**config.mk**
```make
export PLATFORM = sky130hd
export DESIGN_NAME = pmid_fold
export DESIGN_NICKNAME = d
export VERILOG_FILES = /design/src/sv/pmid_pkg.sv /design/src/sv/pmid_fold.sv
export SDC_FILE = /design/constraint.sdc
export NUM_CORES = 1
export LEC_CHECK = 0
export ABC_CLOCK_PERIOD_IN_PS = 3900
export BUFFER_PORTS_ARGS = -buffer_cell sky130_fd_sc_hd__buf_2
export CAP_MARGIN = 20
export CORE_MARGIN = 4
export CORE_UTILIZATION = 55
export DETAILED_ROUTE_END_ITERATION = 8
export PLACE_DENSITY_LB_ADDON = 0.1
export SLEW_MARGIN = 20
export SYNTH_ARGS = -nofsm -noshare
export SYNTH_HDL_FRONTEND = slang
export SYNTH_SLANG_ARGS = --single-unit
export TNS_END_PERCENT = 30
```
**constraint.sdc**
```tcl
create_clock -name clk -period 3.9 [get_ports clk]
set_input_delay 0.39 -clock clk [delete_from_list [all_inputs] [get_ports clk]]
set_output_delay 0.39 -clock clk [all_outputs]
set_load 0.01 [all_outputs]
```
**src/sv/pmid_pkg.sv**
```systemverilog
package pmid_pkg;

	// fixed field widths
	localparam int IDX_W  = 10;
	localparam int POS_W  = 32;
	localparam int BOX_W  = 30;
	localparam int AXES   = 3;
	localparam int CFG_W  = 2;

	// minimum-image arithmetic: signed working width, magnitude limit, square width
	localparam int SW     = 36;
	localparam int MAG_W  = 32;
	localparam int SQ_W   = 64;

	localparam logic [BOX_W-1:0] BOX_RESET = BOX_W'(65536);

	// configuration register indexes
	localparam logic [CFG_W-1:0] CFG_BOX_A = 2'd0;
	localparam logic [CFG_W-1:0] CFG_BOX_B = 2'd1;
	localparam logic [CFG_W-1:0] CFG_BOX_C = 2'd2;

	// command codes
	localparam logic MODE_LOAD  = 1'b0;
	localparam logic MODE_QUERY = 1'b1;

	typedef logic [AXES-1:0][BOX_W-1:0] box_set_t;

endpackage

```
**src/sv/pmid_fold.sv**
```systemverilog
module pmid_fold
	import pmid_pkg::*;
#(
	parameter int COORD_BITS = 32
) (
	input  logic                         clk,
	input  logic                         arst_n,
	input  logic                         start,
	input  logic signed [COORD_BITS-1:0] x,
	input  logic [BOX_W-1:0]             box,
	output logic                         done,
	output logic [COORD_BITS-1:0]        res
);

	localparam int CNT_W = $clog2(COORD_BITS + 1);

	logic                  run_q;
	logic                  done_q;
	logic [CNT_W-1:0]      cnt_q;
	logic                  neg_q;
	logic                  keep_q;
	logic [COORD_BITS-1:0] x_q;
	logic [COORD_BITS-1:0] mag_q;
	logic [BOX_W-1:0]      rem_q;
	logic [BOX_W:0]        trial;
	logic [BOX_W-1:0]      rem_d;
	logic [POS_W-1:0]      wide;

	// one restoring remainder step per cycle, magnitude bits msb first
	always_comb begin
		trial = {rem_q, mag_q[COORD_BITS-1]};
		if (trial >= {1'b0, box}) begin
			rem_d = BOX_W'(trial - {1'b0, box});
		end else begin
			rem_d = trial[BOX_W-1:0];
		end
	end

	always_ff @(posedge clk or negedge arst_n) begin
		if (!arst_n) begin
			run_q  <= 1'b0;
			done_q <= 1'b0;
			cnt_q  <= '0;
		end else begin
			done_q <= 1'b0;
			if (start) begin
				run_q <= 1'b1;
				cnt_q <= CNT_W'(COORD_BITS);
			end else if (run_q) begin
				cnt_q <= cnt_q - 1'b1;
				if (cnt_q == CNT_W'(1)) begin
					run_q  <= 1'b0;
					done_q <= 1'b1;
				end
			end
		end
	end

	always_ff @(posedge clk) begin
		if (start) begin
			x_q    <= x;
			keep_q <= (x == '0) || (box == '0);
			neg_q  <= x[COORD_BITS-1];
			mag_q  <= x[COORD_BITS-1] ? COORD_BITS'(-x) : x;
			rem_q  <= '0;
		end else if (run_q) begin
			rem_q <= rem_d;
			mag_q <= mag_q << 1;
		end
	end

	// positive multiples land on box, negative multiples on zero
	always_comb begin
		wide = '0;
		if (neg_q) begin
			wide = (rem_q == '0) ? '0 : POS_W'(box) - POS_W'(rem_q);
		end else begin
			wide = (rem_q == '0) ? POS_W'(box) : POS_W'(rem_q);
		end
		res = keep_q ? x_q : wide[COORD_BITS-1:0];
	end

	assign done = done_q;

endmodule

```
---- Word level (Yosys, flattened, before mapping) ----
Cells that the tools add are included.
Widths: inputs -> output; s select.
storage, ports and cells
  flip-flop bits (word level) ............. 104
  input port bits ......................... 65
  output and inout bits ................... 33
  word-level logic and storage cells ...... 35
cells by class
  $add $sub $neg .......................... 4
  order comparisons ....................... 1
  equal/unequal tests ..................... 1
  multiplexer cells ....................... 16
  reductions and logical operators ........ 5
operators with widths
  cell                 count
  $mux 32              6
  $logic_not 30->1     2
  $mux 30              2
  $logic_not 32->1     1
  $neg 32->32          1
  $ge 31x30->1         1
  $sub 30x30->31       1
  $sub 30x30->30       1
  $mux 6               2
  $eq 6x1->1 const B   1
  $mux 1               6
  $sub 6x1->6 const B  1
  $reduce_bool 2->1    1
  $logic_or 1x1->1     1

---- Longest topological paths before layout ----
Gate-level depths: netlist of run 1.
  depth in word-level cells ............... 4
  gate-level depth with buffers ........... 14
  depth with buffers taken out ............ 13

---- Worst setup path after synthesis of run 1 ----
OpenSTA, ideal clock, no wires.
  path type ............................... reg-to-output
  start point ............................. register rem_q[0]
  end point ............................... output res[28]
  arrival time ............................ 3001 ps
  data required time ...................... 3510 ps
  setup slack ............................. 509 ps
  cell stages (with the launch flop) ...... 13
  path buffers ............................ 0
  cell sequence ........................... dfxtp_1 ha_1 inv_1 fa_1 a211oi_1 nor2_1 o311a_1 o21ai_1 nand2_1 a221o_1 a211oi_1 xor2_1 o31ai_1
on the way
  longest elaborated chain between the ends .. 4
  elaborated cells on any way between the ends .. 6
  classes of those cells .................. 1 x add/sub; 4 x mux; 1 x reduce/logical
ends and longest elaborated chain
  what                                                line                              RTL
  start: declaration                                  pmid_fold.sv:24                   logic [BOX_W-1:0] rem_q;
  start signal: assignment                            pmid_fold.sv:67                   rem_q <= rem_d;
  $sub 30x30->31 or $logic_not 30->1 (tied branches)  pmid_fold.sv:76, pmid_fold.sv:78
  $mux 32 or $mux 30 (tied branches)                  pmid_fold.sv:76, pmid_fold.sv:78
  $mux 32 (*)                                         pmid_fold.sv:75                   if (neg_q) begin
  $mux 32 (*)                                         pmid_fold.sv:80                   res = keep_q ? x_q : wide[COORD_BITS-1:0];
  end: declaration                                    pmid_fold.sv:12                   output logic [COORD_BITS-1:0] res
Mark *: on every way between the ends. The rest lies on a longest branch, timed or not.

---- Worst setup path in the final report of run 1 ----
  start point ............................. register rem_q[0]
  end point ............................... output res[20]
Same word-level chain as after synthesis.

==> summary.md, run 1 <==
| Metric | Value |
|---|---|
| Sequential Power Share | `23.8%` |
| Max Cap Violations | `0` |
| Aggregate routed wire length | `approximately 24 mm` |
| Area grow syn2layout | `12.2%` |
| Clock power share | `13.2%` |
| Leakage power | `roughly 4.1 nW` |
| Largest family of logic cells by synthesized area | `compound AO/OA/AOI/OAI gates` |
| Startpoint types | `flop` |
| Chip width | `135 um` |
| CTS tree | `yes` |
| Period utilisation layout | `97.8%` |
| Post-Synth XOR/XNOR Area | `under 10%` |
| Routed WL per cell | `17.7 um` |
| Seq cells post-synth | `about 100` |
| Final Hold Viols | `0` |
| Post-synthesis simple-gate area fraction | `between 15 and 20%` |
| Async set-or-reset flop fraction in the synthesized netlist | `between 7 and 8%` |
| Crit path depth | `14` |
| Grt ovf | `0` |
| CP Launch Point | `rem_q[0]` |
| CP Cell Sequence | `ha_4 > inv_2 > fa_2 > a211oi_2 > nor2_2 > o311a_1 > o21ai_2 > nand2_2 > a221o_2 > buf_4 > xnor2_1 > o22a_1 > o21ai_1 > buf_2` |
| Highest clock rate | `262 MHz` |
| Switch Pwr | `between 3 and 4 mW` |
| Initial core utilization | `roughly 57%` |
| Synth Instances | `1077` |
| Max FO, Critical Path | `5` |
| CP delay by family, top | `compound AO/OA/AOI/OAI gates` |
| EDFF count, synth | `65` |
| Die height | `about 130 um` |
| Critical Path Sink | `res[20]` |
| Worst reg2reg startpoint | `rem_q[1]` |
| Initial antenna violation count | `1` |
| CP Capture Type | `output pin` |
| Nets | `roughly 1300` |
| YS warnings | `0` |
| WP buf/inv | `3` |
| Complex-gate fraction of the synthesized area | `27.4%` |
| RSZ-0062 raised after global routing | `true` |
| Final HPWL DP | `between 15 and 20 mm` |
| Global Route Usage Sum | `around a quarter` |
| Fin crit period | `3820 ps` |
| Root buf cell | `clkbuf_16` |
| Maximum vdd drop | `0.000476 V` |
| Inst Count DP | `1347` |
| Synthesized area per cell | `between 8 and 9 um2` |
| Via/cell ratio | `6.01` |
| Post-synth top area cell | `edfxtp_1` |
| CP max stage cell | `a221o_2` |
| N_diodes | `0` |
| Rows | `45` |
| CP Data Required Time | `3510 ps` |
| First-pass DRT Iterations | `5` |
| Die ar. | `~18000 um2` |
| Largest net degree at the start of global routing | `73` |
| Worst skew pair latency | `about 370 ps` |
| Vias after detailed routing | `just over 8000` |
| Delay of the slowest critical-path stage | `around 450 ps` |
| 1st-iter DRT viols | `approximately 630` |
| Arrival @ worst endpoint | `3430 ps` |
| Port bufs | `97` |
| Post-Syn Nets | `1207` |
| Routed met3 length | `around 1.5 mm` |
| Post-Layout Cell Count | `1367` |
| First-pass GRT wire length | `slightly below 40 mm` |
| Clk_skew | `~11 ps` |
| Post-synthesis adder-cell area fraction | `roughly a tenth` |
| HP Class | `in -> reg` |
| Vias in the first global route | `7812` |
| DR WL met2 | `about 12 mm` |
| Synth unique cells | `77` |
| Status | `complete, no violations` |
| Sequential area share after synthesis | `roughly 31%` |
| Measured slew at the worst slew-check pin | `a little under 800 ps` |
| CTS clk-pin slew, worst paths | `90 ps` |
| Final Setup Violations | `0` |
| Cts bufs inserted | `9` |
| Top cells by area, synth | `edfxtp_1 22%, ha_1 9.0%, a21oi_1 8.4%` |
| Share of layout cells above drive strength 1 | `approximately 15%` |
| Register-to-register setup slack | `500 ps` |
| Routed Antenna Nets | `0` |
| Power Dens Cells | `a little over 700 nW/um2` |
| Worst R2R Path Depth | `12` |
| FILL cells | `roughly 1400` |
| Top sig layer | `met5` |
| Max Root-Sink Buffers | `2` |
| Wl on met1 | `approximately 10 mm` |
| Fin. max-slew vios | `0` |
| Mux contribution to synthesized area | `0.725%` |
| Worst r2r dst | `rem_q[28]` |
| Sw frac | `between 40 and 50%` |
| Placer Congestion | `between 0.9 and 1` |
| Internal power | `3.75 mW` |
| DRC | `0` |
| Worst slew margin | `47.7%` |
| Hold slack | `approximately 240 ps` |
| CTS H-Tree Depth | `3` |
| Crit Path Class | `reg -> out` |
| Synth top area share | `between 20% and 30%` |
| Core ar. | `between 15000 and 20000 um2` |
| Top_reg_cell synth | `edfxtp_1` |
| I/O Pins | `slightly below 100` |
| Combinational Power Share | `63.0%` |
| Clk sinks | `between 100 and 150` |
| Synthesized cell area | `between 8000 and 9000 um2` |
-- worst min-delay path by stage --
stage | slack [ps] | end | start | cells after the start
2_1_floorplan | 90 | cnt_q[0] | arst_n | 0
3_3_place_gp | 250 | done | arst_n | 1
3_5_place_dp | 250 | cnt_q[0] | arst_n | 1
4_1_cts | 230 | x_q[0] | x[0] | 1
5_1_grt | 230 | x_q[7] | x[7] | 1
6_report | 240 | x_q[7] | x[7] | 1
-- synth_stat cells (all sizes together), types with 9 or more instances --
master / n
buf: 9
a21oi: 147
xnor2: 34
nand2b: 12
o21a: 19
nor3: 24
nor2: 128
nand2: 60
o31ai: 16
nand3: 19
xor2: 47
and3: 9
a31oi: 13
a21o: 22
nand4: 10
clkbuf: 45
dfxtp: 30
nor4: 14
o21ai: 55
ha: 63
a211oi: 36
edfxtp: 65
inv: 80
-- logic make-up after synthesis --
| group | after synthesis |
|---|---|
| AOI/OAI and AO/OA | 377 |
| and+or+nand+nor | 311 |
| buffers and inverters | 134 |
| DFF | 103 |
| xor gates and xnor gates | 81 |
| adders and majority gates | 65 |
| muxes | 6 |
-- power groups by stage --
stage          sequential [mW]  combinational, mW  clock, mW
3_3_place_gp              1.69               4.27          0
3_5_place_dp              1.69               4.30          0
6_report                  1.69               4.48      0.937
4_1_cts                   1.67               4.34      0.946
2_1_floorplan             1.61               3.33          0
5_1_grt                   1.72               5.00      0.990
-- cell type report --
type                            instances  area [um2]  share of cell area, %
Multi-Input combinational cell        840        5600                   56.7
Sequential cell                       103        2760                   27.9
Timing Repair Buffer                  117         653                   6.61
Inverter                               80         300                   3.04
Tap cell                              211         264                   2.67
Clock buffer                            9         225                   2.28
Clock inverter                          7        76.3                  0.773
-- layer usage --
metal,vias to the layer above,global-route usage [%]
met5,-,0
li1,4105,-
met2,234,45.0
met4,2,7.69
met3,42,5.14
met1,3827,34.8
-- worst reg2reg max path, stage by stage (launching register included) --
cell      delay [ps]
dfxtp_1          330
buf_4            150
ha_1             360
nor2_1            60
a211o_1          310
a311oi_1         460
o31ai_1          180
nor4b_1          210
o31ai_4          520
buf_4            350
o21ai_1           90
o21a_1           130
nor3_1           160
-- through the flow --
stage | total power, mW | instance area (um2) | setup TNS [ps] | utilization [%] | setup WS (ps)
floorplan | 4.95 | 8800 | 0 | - | 509
global placement | 5.96 | 9460 | 0 | 61.3 | 180
detailed placement | 6.00 | 9460 | 0 | 61.3 | 185
CTS | 6.96 | 9770 | 0 | 63.3 | 12.4
global route | 7.71 | 9880 | -132 | 64.0 | -84.8
finish | 7.10 | 9880 | 0 | 64.0 | 84.6
-- flip-flops by register name (all words and copies together), names as in the netlist --
name	cells
rem_q	30
keep_q	1
neg_q	1
run_q	1
cnt_q	6
mag_q	32
done	1
x_q	31
-- placed cells by master, fill, tap and decap left out, drive strengths merged, types with 4 or more instances in the layout --
master and instances:
and3 9, nor4 14, nor2 128, and2 6
nand2 60, o22ai 5, o31ai 16, o21ai 55
clkinv 4, dfrtp 8, a311oi 4, clkbuf 9
or3 7, a211o 4, o21bai 6, o221ai 8
xnor2 34, o21a 19, nand3 19, nand4 10
o211ai 8, edfxtp 65, nand2b 12, nor3 24
a21oi 147, nor2b 4, o41ai 6, a21o 22
dfxtp 30, buf 116, a31oi 13, or4 6
o22a 6, a211oi 36, ha 63, xor2 47
inv 83
-- what timing repair did --
action / in CTS / in global routing
setup buffers: 0 / 3
gates resized for setup: 0 / 22
endpoints found under the hold margin: 8 / 0
setup endpoints to repair: 0 / 10
hold buffers: 1 / 0
Power figures use the tool's default switching activity.
==> inputs of run 2 (changes only) <==
CORE_UTILIZATION = 60   (was 55)
==> summary.md, run 2 (synthesis results as in run 1) <==
| Metric | Value |
|---|---|
| Rows | `44 (was 45)` |
| Beginning of the worst hold path | `x[21] (was x[7])` |
| Worst R2R Path Depth | `11 (was 12)` |
| Worst r2r dst | `rem_q[0] (was rem_q[28])` |
| Dpl ws | `149 ps (was 185 ps)` |
| Post-Layout Cell Count | `1335 (was 1367)` |
| Vias in the first global route | `7285 (was 7812)` |
| First-pass DRT Iterations | `5 (unchanged)` |
| Grt ovf | `0 (unchanged)` |
| Register-to-register setup slack | `610 ps (was 500 ps)` |
| Global Route Usage Sum | `28.0% (was 26.6%)` |
| Utilization after layout | `67.4% (was 64.0%)` |
| Port bufs | `97 (unchanged)` |
| Startpoint types | `flop (unchanged)` |
| Clk_skew | `6.79 ps (was 11.1 ps)` |
| Placed cell area | `9400 um2 (was 9460 um2)` |
| Top reg by flops | `mag_q (unchanged)` |
| Chip width | `129 um (was 135 um)` |
| DRC | `0 (unchanged)` |
| Delay of the slowest critical-path stage | `410 ps (was 450 ps)` |
| I/O Pins | `98 (unchanged)` |
| Aggregate routed wire length | `23.4 mm (was 24.2 mm)` |
| Max FO, Critical Path | `5 (unchanged)` |
| Slack of the critical path | `122 ps (was 84.6 ps)` |
| CP max stage cell | `a221o_1 (was a221o_2)` |
| Die height | `129 um (was 135 um)` |
| Clk sinks | `103 (unchanged)` |
| Routed Antenna Nets | `0 (unchanged)` |
| Area grow syn2layout | `10.9% (was 12.2%)` |
| CP Data Required Time | `3510 ps (about the same)` |
| Crit Path Class | `reg -> out (unchanged)` |
| CTS clk-pin slew, worst paths | `80 ps (was 90 ps)` |
| CTS H-Tree Depth | `3 (unchanged)` |
| Regs by FF count | `mag_q: 32 flops, x_q: 31 flops, rem_q: 30 flops (unchanged)` |
| Worst skew pair latency | `360 ps (was 370 ps)` |
| Hold Path Sink | `x_q[21] (was x_q[7])` |
| Leakage power | `4.07 nW (was 4.09 nW)` |
| Highest-count cells in the layout ignoring fill and taps | `147 x a21oi_1, 127 x nor2_1, 96 x buf_2 (was 146 x a21oi_1, 126 x nor2_1, 96 x buf_2)` |
| Met3 Usage GRT | `4.08% (was 5.14%)` |
| Final Hold Viols | `0 (unchanged)` |
| Placer Congestion | `0.885 (was 0.916)` |
| Final std cell area, no fill | `9760 um2 (was 9880 um2)` |
| Worst slew margin | `56.7% (was 47.7%)` |
| Fin. max-slew vios | `0 (unchanged)` |
| Root buf cell | `clkbuf_16 (unchanged)` |
| Die ar. | `16700 um2 (was 18100 um2)` |
| Nets | `1276 (was 1281)` |
| Cts bufs inserted | `9 (unchanged)` |
| Final HPWL DP | `17.9 mm (was 18.1 mm)` |
| Routed WL per cell | `17.5 um (was 17.7 um)` |
| Share of layout cells above drive strength 1 | `13.2% (was 14.7%)` |
| Measured slew at the worst slew-check pin | `650 ps (was 785 ps)` |
| 1st-iter DRT viols | `626 (was 633)` |
| First-pass GRT wire length | `37.4 mm (was 39.2 mm)` |
| Setup TNS | `0 ps (unchanged)` |
| Power Dens Cells | `725 nW/um2 (was 719 nW/um2)` |
| N_diodes | `0 (unchanged)` |
| Inst Count DP | `1318 (was 1347)` |
| Maximum vdd drop | `0.000301 V (was 0.000476 V)` |
| Met1 usage | `42.8% (was 34.8%)` |
| Commonest non-fill, non-tap cell in the layout | `a21oi_1 (unchanged)` |
| HP Class | `in -> reg (unchanged)` |
| Fin crit period | `3780 ps (was 3820 ps)` |
| Initial antenna violation count | `0 (was 1)` |
| Most used routing layer | `met1 (was met2)` |
| Max Root-Sink Buffers | `2 (unchanged)` |
| Initial core utilization | `60.8% (was 57.1%)` |
| Max Cap Violations | `0 (unchanged)` |
| Status | `complete, no violations (unchanged)` |
| Final Setup Violations | `0 (unchanged)` |
| Hold path depth | `1 (unchanged)` |
| Period utilisation layout | `96.9% (was 97.8%)` |
| Core ar. | `14500 um2 (was 15400 um2)` |
| CP Capture Type | `output pin (unchanged)` |
| Met2 global-route usage | `41.0% (was 45.0%)` |
| Worst reg2reg startpoint | `rem_q[1] (unchanged)` |
| FILL cells | `1265 (was 1425)` |
| CP Cell Sequence | `inv_1 > ha_1 > o21ai_0 > a21oi_1 > o31ai_2 > a311oi_2 > a221o_1 > a211o_1 > nand3_1 > o22ai_1 > mux2_2 > buf_2 (was ha_4 > inv_2 > fa_2 > a211oi_2 > nor2_2 > o311a_1 > o21ai_2 > nand2_2 > a221o_2 > buf_4 > xnor2_1 > o22a_1 > o21ai_1 > buf_2)` |
| RSZ-0062 raised after global routing | `true (unchanged)` |
| Via/cell ratio | `6.21 (was 6.01)` |
| Max reg flops | `32 (unchanged)` |
| Vias after detailed routing | `8293 (was 8210)` |
| CTS tree | `yes (unchanged)` |
| Highest clock rate | `265 MHz (was 262 MHz)` |
| Largest net degree at the start of global routing | `67 (was 73)` |
| Arrival @ worst endpoint | `3390 ps (was 3430 ps)` |
-- run 2: cell types whose count changed in the layout (fill, tap and decap cells not counted), sizes merged --
| cell | before | now |
|---|---|---|
| buf | 116 | 111 |
| inv | 83 | 84 |
| clkinv | 4 | 0 |
| clkbuf | 9 | 12 |
-- run 2: area by class of cell --
cell class | count | area [um2] | area share (%)
timing repair buffer | 112 | 603 | 6.18
clock inverter | 4 | 37.5 | 0.385
clock buffer | 12 | 289 | 2.96
multi-input combinational | 840 | 5550 | 56.8
inverter | 80 | 300 | 3.08
sequential | 103 | 2750 | 28.2
tap | 184 | 230 | 2.36
-- run 2: where the power goes --
group / switching [mW] / leakage, nW / internal [mW]
registers: 0.272 / 0.993 / 1.42
logic: 2.59 / 2.91 / 1.82
clock network: 0.439 / 0.162 / 0.541
total: 3.30 / 4.07 / 3.78
-- run 2: how the worst max path moves through the flow --
stage,slack [ps],cells past startpoint,start,endpoint
6_report,120,12,rem_q[2],res[19]
5_1_grt,-40,13,rem_q[0],res[28]
4_1_cts,3,13,rem_q[0],res[28]
3_5_place_dp,150,15,box[0],res[28]
3_3_place_gp,200,15,box[0],res[28]
2_1_floorplan,510,12,rem_q[0],res[28]
-- run 2: per-layer routing --
metal  vias up  share of wire [%]
met3        33                7.3
met5         -                  0
met2       330                 43
li1       4097                  -
met1      3833                 48
met4         0                2.2
-- run 2: worst max-delay path: cells and delay by family, from the launching register on --
family,cells,cell delay [ps]
buffers and inverters,2,260
AOI/OAI and AO/OA,7,1620
muxes,1,280
DFF,1,400
and+or+nand+nor,1,90
adders and majority gates,1,360
-- run 2: repair_timing --
| action | in CTS | in global routing |
|---|---|---|
| endpoints found under the setup margin | 0 | 9 |
| endpoints found under the hold margin | 8 | 0 |
| hold buffers | 1 | 0 |
| buffers inserted | 0 | 0 |
| resized for setup | 0 | 7 |
-- run 2: per-stage QoR --
stage	hold WS, ps	total power, mW
2_1_floorplan	94.4	4.95
3_3_place_gp	241	5.93
3_5_place_dp	242	5.97
4_1_cts	245	6.98
5_1_grt	247	7.62
6_report	252	7.07
==> inputs of run 3 (changes only) <==
ABC_CLOCK_PERIOD_IN_PS = 4600   (was 3900)
CORE_UTILIZATION = 50   (was 60)
PLACE_DENSITY = 0.81   (was default)
PLACE_DENSITY_LB_ADDON = default   (was 0.1)
clock period = 4.6 ns   (was 3.9 ns; I/O delays follow)
==> summary.md, run 3 (synthesis results as in run 1) <==
| Metric | Value |
|---|---|
| Chip width | `141 um (was 129 um)` |
| Rows | `48 (was 44)` |
| Aggregate routed wire length | `23.8 mm (was 23.4 mm)` |
| RSZ-0062 raised after global routing | `false (was true)` |
| Resized Gates After CTS | `0 (unchanged)` |
| I/O Pins | `98 (unchanged)` |
| CP Data Required Time | `4140 ps (was 3510 ps)` |
| Most used routing layer | `met2 (was met1)` |
| Fin crit period | `between 4000 and 5000 ps` |
| Root buf cell | `clkbuf_16 (unchanged)` |
| Port bufs | `97 (unchanged)` |
| Met2 global-route usage | `36.1% (was 41.0%)` |
| Startpoint types | `flop (unchanged)` |
| Vias after detailed routing | `8259 (was 8293)` |
| Max FO, Critical Path | `7 (was 5)` |
| Worst skew pair latency | `360 ps (about the same)` |
| Fin. max-slew vios | `0 (unchanged)` |
| Global Route Usage Sum | `23.2% (was 28.0%)` |
| Largest net degree at the start of global routing | `93 (was 67)` |
| Share of layout cells above drive strength 1 | `12.3% (was 13.2%)` |
| N_diodes | `0 (unchanged)` |
| Core ar. | `17300 um2 (was 14500 um2)` |
| Final HPWL DP | `17.9 mm (about the same)` |
| Highest-count cells in the layout ignoring fill and taps | `147 x a21oi_1, 127 x nor2_1, 96 x buf_2 (unchanged)` |
| Clk_skew | `13.3 ps (was 6.79 ps)` |
| Via/cell ratio | `6.02 (was 6.21)` |
| Initial core utilization | `50.9% (was 60.8%)` |
| Placer Congestion | `0.955 (was 0.885)` |
| First-pass DRT Iterations | `6 (was 5)` |
| DRC | `0 (unchanged)` |
| Overall power | `5.91 mW (was 7.07 mW)` |
| Cts bufs inserted | `9 (unchanged)` |
| Regs by FF count | `mag_q: 32 flops, x_q: 31 flops, rem_q: 30 flops (unchanged)` |
| First-pass GRT wire length | `38.3 mm (was 37.4 mm)` |
| Clk sinks | `103 (unchanged)` |
| Commonest non-fill, non-tap cell in the layout | `a21oi_1 (unchanged)` |
| CTS clk-pin slew, worst paths | `80 ps (about the same)` |
| Hold path depth | `1 (unchanged)` |
| CP Capture Type | `output pin (unchanged)` |
| Period utilisation layout | `between 90 and 100%` |
| Worst R2R Path Depth | `10 (was 11)` |
| Nets | `1273 (was 1276)` |
| Worst slew margin | `38.6% (was 56.7%)` |
| Grt ovf | `0 (unchanged)` |
| Arrival @ worst endpoint | `3830 ps (was 3390 ps)` |
| Highest clock rate | `~230 MHz` |
| Register-to-register setup slack | `1260 ps (was 610 ps)` |
| Max Cap Violations | `0 (unchanged)` |
| Die height | `141 um (was 129 um)` |
| Top reg by flops | `mag_q (unchanged)` |
| Crit Path Class | `reg -> out (unchanged)` |
| Final Hold Viols | `0 (unchanged)` |
| Status | `complete, no violations (unchanged)` |
| Power Dens Cells | `607 nW/um2 (was 725 nW/um2)` |
| Vias in the first global route | `7548 (was 7285)` |
| CTS H-Tree Depth | `3 (unchanged)` |
| Routed Antenna Nets | `0 (unchanged)` |
| 1st-iter DRT viols | `552 (was 626)` |
| Leakage power | `4.04 nW (was 4.07 nW)` |
| Routed WL per cell | `17.3 um (was 17.5 um)` |
| Max reg flops | `32 (unchanged)` |
| Met1 usage | `33.8% (was 42.8%)` |
| Max Root-Sink Buffers | `2 (unchanged)` |
| HP Class | `in -> reg (unchanged)` |
| Final Setup Violations | `0 (unchanged)` |
| Met3 Usage GRT | `2.95% (was 4.08%)` |
| Measured slew at the worst slew-check pin | `920 ps (was 650 ps)` |
| Maximum vdd drop | `0.000270 V (was 0.000301 V)` |
| CTS tree | `yes (unchanged)` |
| Initial antenna violation count | `0 (unchanged)` |
| Die ar. | `19800 um2 (was 16700 um2)` |
| Area grow syn2layout | `10.6% (was 10.9%)` |
| Setup TNS | `0 ps (unchanged)` |
==> run 3: cell types whose count changed in the layout (fill, tap and decap cells not counted), moves of 2 or more <==
cell       change
inv_4          +2
a211oi_1       +2
a211oi_2       -2
buf_4          -4
clkbuf_16      -2
==> run 3: path summary, 6_finish.rpt <==
check | startpoint | endpoint
setup / recovery | rem_q[0] | res[28]
max in group asynchronous | arst_n | run_q
hold / removal | x[7] | x_q[7]
setup reg to reg | rem_q[11] | rem_q[0]
hold reg to reg | rem_q[2] | rem_q[2]
min in group asynchronous | arst_n | cnt_q[0]
==> run 3: stage by stage <==
stage	utilization [%]	cell area [um2]	cells	setup WS (ps)	hold WS (ps)
2_1_floorplan	-	8800	1077	1100	164
5_1_grt	56.3	9730	1373	104	325
6_report	56.3	9730	1373	314	327
3_5_place_dp	54.4	9420	1355	629	314
4_1_cts	56.1	9710	1372	339	325
3_3_place_gp	54.4	9420	1355	748	314
==> run 3: layout make-up <==
| type | count | area, um2 |
|---|---|---|
| Fill cell | 1562 | 7560 |
| Multi-Input combinational cell | 840 | 5520 |
| Sequential cell | 103 | 2750 |
| Timing Repair Buffer | 109 | 601 |
| Inverter | 80 | 300 |
| Tap cell | 225 | 282 |
| Clock buffer | 10 | 229 |
| Clock inverter | 6 | 50.0 |
==> run 3: worst max-delay path, stage by stage, from the launching register on <==
cell and delay (ps):
dfxtp_1 480, ha_1 210, inv_1 50, fa_1 420, a211oi_1 300, nor2_1 130, o311a_1 340, o21ai_1 200
nand2_1 150, a221o_1 400, a211oi_1 310, xor2_1 110, o31ai_1 200, buf_2 170
==> run 3: power breakdown <==
part	internal [mW]	switching, mW	leakage (nW)	total (mW)
clock network	0.378	0.379	0.140	0.757
registers	1.20	0.240	0.993	1.44
logic	1.53	2.18	2.90	3.71
==> run 3: repair_timing <==
item                                   in CTS  in global routing
endpoints found under the hold margin       8                  0
buffers inserted                            0                  0
hold buffers                                1                  0
==> run 3: routing by layer <==
| layer | wire length, um | up-vias |
|---|---|---|
| met1 | 10900 | 3789 |
| li1 | - | 4083 |
| met3 | 1740 | 39 |
| met5 | 0 | - |
| met2 | 10600 | 348 |
| met4 | 523 | 0 |
